**config.mk**
```make
export PLATFORM = sky130hd
export DESIGN_NAME = kvmt_cell
export DESIGN_NICKNAME = d
export VERILOG_FILES = /design/src/kvmt_pkg.sv /design/src/kvmt_cell.sv
export SDC_FILE = /design/constraint.sdc
export NUM_CORES = 1
export LEC_CHECK = 0
export BUFFER_PORTS_ARGS = -buffer_cell sky130_fd_sc_hd__buf_2
export CELL_PAD_IN_SITES_DETAIL_PLACEMENT = 1
export CELL_PAD_IN_SITES_GLOBAL_PLACEMENT = 2
export CORE_MARGIN = 2
export CORE_UTILIZATION = 24
export CTS_CLUSTER_SIZE = 12
export DETAILED_ROUTE_END_ITERATION = 12
export PLACE_DENSITY_LB_ADDON = 0.1
export SYNTH_ARGS = -nofsm -noshare
export SYNTH_HDL_FRONTEND = slang
export SYNTH_SLANG_ARGS = --single-unit
```
**constraint.sdc**
```tcl
create_clock -name i_clk -period 2.4 [get_ports i_clk]
set_input_delay 0.24 -clock i_clk [delete_from_list [all_inputs] [get_ports i_clk]]
set_output_delay 0.24 -clock i_clk [all_outputs]
set_load 0.02 [all_outputs]
```
**src/kvmt_pkg.sv**
```systemverilog
// Types, codes and default sizes for the key/value match table.
// No dependencies; imported by every module of the block.
package kvmt_pkg;

    localparam int unsigned ENTRIES_DEF    = 64;
    localparam int unsigned KEY_BITS_DEF   = 32;
    localparam int unsigned VALUE_BITS_DEF = 32;

    // Port field widths
    localparam int unsigned ACTION_W = 2;
    localparam int unsigned KEY_W    = 32;
    localparam int unsigned VALUE_W  = 32;
    localparam int unsigned STATUS_W = 2;

    typedef enum logic [ACTION_W-1:0] {
        ACT_ADD    = 2'd0,
        ACT_REMOVE = 2'd1,
        ACT_EDIT   = 2'd2,
        ACT_SEARCH = 2'd3
    } t_action;

    // ST_CONFLICT: key present on add, key absent on everything else
    typedef enum logic [STATUS_W-1:0] {
        ST_DONE     = 2'd0,
        ST_CONFLICT = 2'd1,
        ST_FULL     = 2'd2,
        ST_ZERO_KEY = 2'd3
    } t_status;

    typedef enum logic [1:0] {
        WR_NONE  = 2'd0,
        WR_ADD   = 2'd1,
        WR_CLEAR = 2'd2,
        WR_EDIT  = 2'd3
    } t_wr_op;

    // Control part of the lookup token walking the cell chain
    typedef struct packed {
        logic    valid;
        t_action action;
        logic    hit;
        logic    free_seen;
    } t_ctl;

endpackage

```
**src/kvmt_cell.sv**
```systemverilog
// One table entry: stored key/value plus one stage of the lookup chain.
// Depends on kvmt_pkg.
module kvmt_cell import kvmt_pkg::*; #(
    parameter int unsigned IDX        = 0,
    parameter int unsigned KEY_BITS   = KEY_BITS_DEF,
    parameter int unsigned VALUE_BITS = VALUE_BITS_DEF,
    parameter int unsigned IDX_BITS   = 6
) (
    input  logic                  i_clk,
    input  logic                  i_rst_n,
    // token from the previous cell
    input  t_ctl                  i_ctl,
    input  logic [KEY_BITS-1:0]   i_key,
    input  logic [VALUE_BITS-1:0] i_value,
    input  logic [IDX_BITS-1:0]   i_hit_idx,
    input  logic [VALUE_BITS-1:0] i_hit_value,
    input  logic [IDX_BITS-1:0]   i_free_idx,
    // token to the next cell
    output t_ctl                  o_ctl,
    output logic [KEY_BITS-1:0]   o_key,
    output logic [VALUE_BITS-1:0] o_value,
    output logic [IDX_BITS-1:0]   o_hit_idx,
    output logic [VALUE_BITS-1:0] o_hit_value,
    output logic [IDX_BITS-1:0]   o_free_idx,
    // write-back, broadcast to all cells
    input  t_wr_op                i_wr_op,
    input  logic [IDX_BITS-1:0]   i_wr_idx,
    input  logic [KEY_BITS-1:0]   i_wr_key,
    input  logic [VALUE_BITS-1:0] i_wr_value
);

    logic [KEY_BITS-1:0]   r_key;
    logic [KEY_BITS-1:0]   n_key;
    logic [VALUE_BITS-1:0] r_value;
    logic [VALUE_BITS-1:0] n_value;

    t_ctl                  r_ctl;
    t_ctl                  n_ctl;
    logic [KEY_BITS-1:0]   r_tok_key;
    logic [VALUE_BITS-1:0] r_tok_value;
    logic [IDX_BITS-1:0]   r_hit_idx;
    logic [IDX_BITS-1:0]   n_hit_idx;
    logic [VALUE_BITS-1:0] r_hit_value;
    logic [VALUE_BITS-1:0] n_hit_value;
    logic [IDX_BITS-1:0]   r_free_idx;
    logic [IDX_BITS-1:0]   n_free_idx;

    logic w_match;
    logic w_free;
    logic w_wr_sel;

    assign w_match  = i_ctl.valid && (r_key == i_key);
    assign w_free   = (r_key == '0);
    assign w_wr_sel = (i_wr_idx == IDX_BITS'(IDX));

    // first hit and first free entry win: later cells keep what came in
    always_comb begin
        n_ctl           = i_ctl;
        n_ctl.hit       = i_ctl.hit | w_match;
        n_ctl.free_seen = i_ctl.free_seen | w_free;
        n_hit_idx       = i_hit_idx;
        n_hit_value     = i_hit_value;
        n_free_idx      = i_free_idx;
        if (w_match && !i_ctl.hit) begin
            n_hit_idx   = IDX_BITS'(IDX);
            n_hit_value = r_value;
        end
        if (w_free && !i_ctl.free_seen) begin
            n_free_idx = IDX_BITS'(IDX);
        end
    end

    always_comb begin
        n_key   = r_key;
        n_value = r_value;
        if (w_wr_sel) begin
            unique case (i_wr_op)
                WR_ADD: begin
                    n_key   = i_wr_key;
                    n_value = i_wr_value;
                end
                WR_CLEAR: n_key   = '0;
                WR_EDIT:  n_value = i_wr_value;
                WR_NONE:  n_key   = r_key;
                default:  n_key   = r_key;
            endcase
        end
    end

    always_ff @(posedge i_clk) begin
        if (!i_rst_n) begin
            r_key <= '0;
            r_ctl <= '0;
        end else begin
            r_key <= n_key;
            r_ctl <= n_ctl;
        end
    end

    always_ff @(posedge i_clk) begin
        r_value     <= n_value;
        r_tok_key   <= i_key;
        r_tok_value <= i_value;
        r_hit_idx   <= n_hit_idx;
        r_hit_value <= n_hit_value;
        r_free_idx  <= n_free_idx;
    end

    assign o_ctl       = r_ctl;
    assign o_key       = r_tok_key;
    assign o_value     = r_tok_value;
    assign o_hit_idx   = r_hit_idx;
    assign o_hit_value = r_hit_value;
    assign o_free_idx  = r_free_idx;

endmodule

```
[Word-level counts from Yosys, hierarchy flattened]
Cells that the tools add are included.
Storage, ports and cells
  input port bits: 187
  flip-flop bits (word level): 177
  output and inout port bits: 113
Operators by class
  reductions and logical operators: 11
  bitwise logic cells: 2
  multiplexer cells: 2
  equal/unequal tests: 4
Operators with widths (count)
  $pmux W32 S2: 1
  $eq A32 B32 Y1: 1
  $logic_not A32 Y1: 1
  $mux W32: 1
  $logic_not A6 Y1: 1
  $eq A2 B2 Y1 const B: 2
  $reduce_and A2 Y1: 2
  $logic_and A1 B1 Y1: 3
  $eq A2 B1 Y1 const B: 1
  $logic_not A1 Y1: 2
  $or A1 B1 Y1: 2
  $reduce_bool A2 Y1: 1
  $reduce_or A2 Y1: 1

[Longest topological paths before layout]
  depth after elaboration: 4
  depth in mapped cells: 7
  depth with buffers taken out: 5

[Worst setup path after synthesis]
Ideal clock, no wire load.
  path kind: input to register
  from: in i_wr_idx[3]
  to: reg r_value[0], enable pin
  setup slack: 0.003 ns
  stages on the path: 3
  setup time: 0.422 ns
  data arrival time: 1.975 ns
  path buffers: 0
  data required time: 1.978 ns
  cells stage by stage: nor4_1 nand2_1 nor2_1
On the way
  word-level cells in the longest chain between the ends: 2
Ends and longest elaborated chain
  start, declared: RTL line kvmt_cell.sv:27  | input logic [IDX_BITS-1:0] i_wr_idx,
  $logic_not A6 Y1: RTL line kvmt_cell.sv:54  | assign w_wr_sel = (i_wr_idx == IDX_BITS'(IDX));
  $reduce_and A2 Y1 (no source line)
  end signal, assigned: RTL line kvmt_cell.sv:101  | r_value <= n_value;
  end, declared: RTL line kvmt_cell.sv:34  | logic [VALUE_BITS-1:0] r_value;
No other way between the ends.
A chain may end at the register's enable or synchronous reset.

[Final worst setup path]
  from: in i_key[21]
  to: reg r_hit_value[21], in the netlist o_hit_value[21]
On the way
  word-level cells in the longest chain between the ends: 4
Ends and longest elaborated chain
  start, declared: RTL line kvmt_cell.sv:13  | input logic [KEY_BITS-1:0] i_key,
  $eq A32 B32 Y1: RTL line kvmt_cell.sv:52  | assign w_match = i_ctl.valid && (r_key == i_key);
  $logic_and A1 B1 Y1: RTL line kvmt_cell.sv:52
  $logic_and A1 B1 Y1: RTL line kvmt_cell.sv:64  | if (w_match && !i_ctl.hit) begin
  $mux W32: RTL line kvmt_cell.sv:64
  named net n_hit_value[21]: RTL line kvmt_cell.sv:44  | logic [VALUE_BITS-1:0] n_hit_value;
  end signal, assigned: RTL line kvmt_cell.sv:105  | r_hit_value <= n_hit_value;
  end, declared: RTL line kvmt_cell.sv:43  | logic [VALUE_BITS-1:0] r_hit_value;
The timed path passes the listed nets, and every way through them passes these cells.

==> flow_summary.ini <==
[sta]
finalCritPeriodShare_pct = 92.0
final-hold-violation-count = 0
fmax_mhz = 453
relSlewSlack_pct = 37.5
totalNegativeSetupSlack_ns = 0
tightest_slew_ns = 0.938
timing.final.max_slew_violations = 0
setup_slack_ns = 0.192
rsz0062_at_grt = no
period_minus_slack_ns = 2.21
skew_ns = 0.0139
setup_violations = 0

[cells_and_area]
multiInputGateArea_um2 = 1680
ff_latch_area_um2 = 3860
drive_above_1_share_pct = 44.4
nNetsFinal = 1015
fillers = 2616
syn_to_final_growth_pct = 61.6

[clock_tree]
cts_tree = yes
cts.htree.levels = 4
clk_path_buf_depth = 2
clock-sinks = 177
path_clk_slew_ns = 0.07
cts_resized = 0
clk-insertion-delay-late_ns = 0.43
cts-root-buf = clkbuf_16
cts-buffers-inserted = 17

[worst_setup_path]
startpoint_type = input pin
cp.arrival_ns = 2.52
crit_start = i_key[21]
crit_required_ns = 2.71
end_kind = flip-flop
critPathKind = in2reg
rrSetupSlack_ns = 0.34
cp_max_fo = 38
r2r_start = r_key[27]

[outcome]
outcome = complete, no violations

[global_route]
grt_max_degree = 39
top_usage_layer = met2
grt_pass1_vias = 5002
grt_overflow = 0
gr-usage-met2_pct = 26.5
grt_usage_pct = 15.1
grt_first_pass_wirelength_um = 27800
antenna_found_initial = 3
grtUsageMet1_pct = 17.6
grt_use_met3_pct = 4.38

[placement]
port_buffers = 299
dpl.hpwl_um = 14100
place_ws_ns = 0.301
gp_congestion = 0.754

[die]
start_util_pct = 24.3
ioPinCount = 300
rows = 56
coreArea_um2 = 23300
die_area_um2 = 24800
chipHeight_um = 157
die_w_um = 157

[logic_synthesis]
yosysWarnings = 0
ys_types = 30
synth-seq-area-share_pct = 68.5
netlist_area_um2 = 5640
synth_nets = 611
syn_avg_cell_area_um2 = 13.4
syn_inst = 421
ys_ff_latch = 177

[route]
vias = 4651
ant_nets = 0
dr.pass1.iters = 4
wl_um = 19000
wl_per_cell_um = 16.4
drt_first_iter_violations = 115
vias_per_cell = 4.01
drc = 0

[worst_hold_path]
min-delay-start = i_hit_idx[2]
hp-class = in2reg

[pwr]
powerDensity_nw_per_um2 = 732
ir_worst_vdd_uv = 330
power.leakage_uw = 0.00396

[flow_run]
cap_violations = 0
-- cell families (layout without fill, tap and decap cells) --
kind of cell / Yosys count / after routing / share of synthesized area [%]
DFF: 177 / 177 / 68.5
and+or+nand+nor: 122 / 122 / 12.6
AOI/OAI and AO/OA: 40 / 40 / 5.56
muxes: 32 / 32 / 7.32
buffers and inverters: 25 / 442 / 2.02
xor gates and xnor gates: 22 / 22 / 3.41
adders and majority gates: 3 / 3 / 0.665
other: 0 / 2 / 0
-- where the power goes --
| group | switching (µW) | internal, µW | leakage (µW) |
|---|---|---|---|
| combinational | 323 | 354 | 0.00217 |
| clock | 1340 | 1510 | 0.000294 |
| sequential | 26.6 | 3130 | 0.00150 |
| total | 1690 | 4990 | 0.00396 |
-- cell usage after synthesis --
library cell | instances | share of area [%]
nand2b_1 | 2 | 0.22
mux2_2 | 18 | 3.6
o2111ai_1 | 1 | 0.16
ha_1 | 3 | 0.67
a2111o_1 | 3 | 0.60
xnor2_1 | 19 | 2.9
buf_6 | 2 | 0.40
o21a_1 | 1 | 0.13
nand2_1 | 34 | 2.3
edfxtp_1 | 32 | 17
buf_4 | 1 | 0.13
clkbuf_1 | 14 | 0.93
or2_2 | 1 | 0.11
nor4_2 | 1 | 0.22
buf_2 | 1 | 0.089
and2_1 | 9 | 1.0
dfxtp_1 | 145 | 51
nor4_1 | 12 | 1.3
nor3_1 | 2 | 0.18
nor2b_1 | 17 | 1.9
a21boi_0 | 32 | 4.3
nor2_1 | 5 | 0.33
o22ai_1 | 1 | 0.11
mux2_4 | 14 | 3.7
nand4_1 | 7 | 0.78
nand3b_1 | 32 | 4.3
inv_1 | 7 | 0.47
o221ai_1 | 1 | 0.16
a41oi_1 | 1 | 0.16
xor2_1 | 3 | 0.47
-- stage by stage --
stage | utilization, % | total power, µW | cells | hold slack, ns | area [µm²]
after floorplan | - | 3470 | 421 | 0.268 | 5640
after global placement | 32.3 | 3770 | 1026 | 0.343 | 7510
after detailed placement | 32.3 | 3780 | 1026 | 0.344 | 7510
after CTS | 39.2 | 6800 | 1157 | 0.000957 | 9120
after global routing | 39.2 | 6980 | 1157 | 0.0150 | 9120
final | 39.2 | 6680 | 1159 | 0.0212 | 9120
-- flip-flops by register name (all words and copies together) (netlist names) --
register / flops
o_ctl: 5
o_free_idx: 6
o_hit_idx: 6
o_hit_value: 32
o_key: 32
o_value: 32
r_key: 32
r_value: 32
-- placed cells by master (no fill, tap or decap), types with 7 or more instances in the layout --
master / instances
mux2_2: 18
dfxtp_1: 145
and2_1: 9
dlygate4sd3_1: 99
inv_1: 7
buf_2: 299
nand4_1: 7
nor4_1: 12
a21boi_0: 32
mux2_4: 14
nand3b_1: 32
xnor2_1: 19
clkbuf_16: 17
nor2b_1: 17
edfxtp_1: 32
nand2_1: 34
-- worst max-delay path, stage by stage --
cell           delay (ns)
dlygate4sd3_1        0.54
buf_2                0.14
nor2b_1              0.13
a2111o_1             0.39
nor4_1               0.30
nand4_1              0.21
buf_12               0.24
mux2_4               0.32
-- final timing paths --
check	to	cells after the start
setup / recovery	o_hit_value[21]	8
hold / removal	o_hit_idx[2]	2
setup reg to reg	o_hit_value[21]	6
hold reg to reg	o_hit_value[6]	1
-- cell type report --
| cell class | instances | area share, % |
|---|---|---|
| flip-flops and latches | 177 | 42.3 |
| repair buffers | 403 | 27.8 |
| multi-input cells | 219 | 18.4 |
| clock buffers | 17 | 4.66 |
| well taps | 319 | 4.37 |
| clock inverters | 15 | 2.08 |
| inverters | 7 | 0.288 |
| diodes | 2 | 0.0549 |
-- routing by layer --
metal / share of wire [%] / wire length [µm] / up-vias
li1: - / - / 2264
met1: 40 / 7660 / 2199
met2: 51 / 9660 / 163
met3: 7.5 / 1420 / 21
met4: 1.4 / 267 / 4
met5: 0.14 / 27 / -
-- repair_timing --
item | 4_1_cts | 5_1_grt
buffers inserted | 0 | 0
hold buffers | 99 | 0
endpoints found under the hold margin | 99 | 0
(Power assumes the default switching activity.)
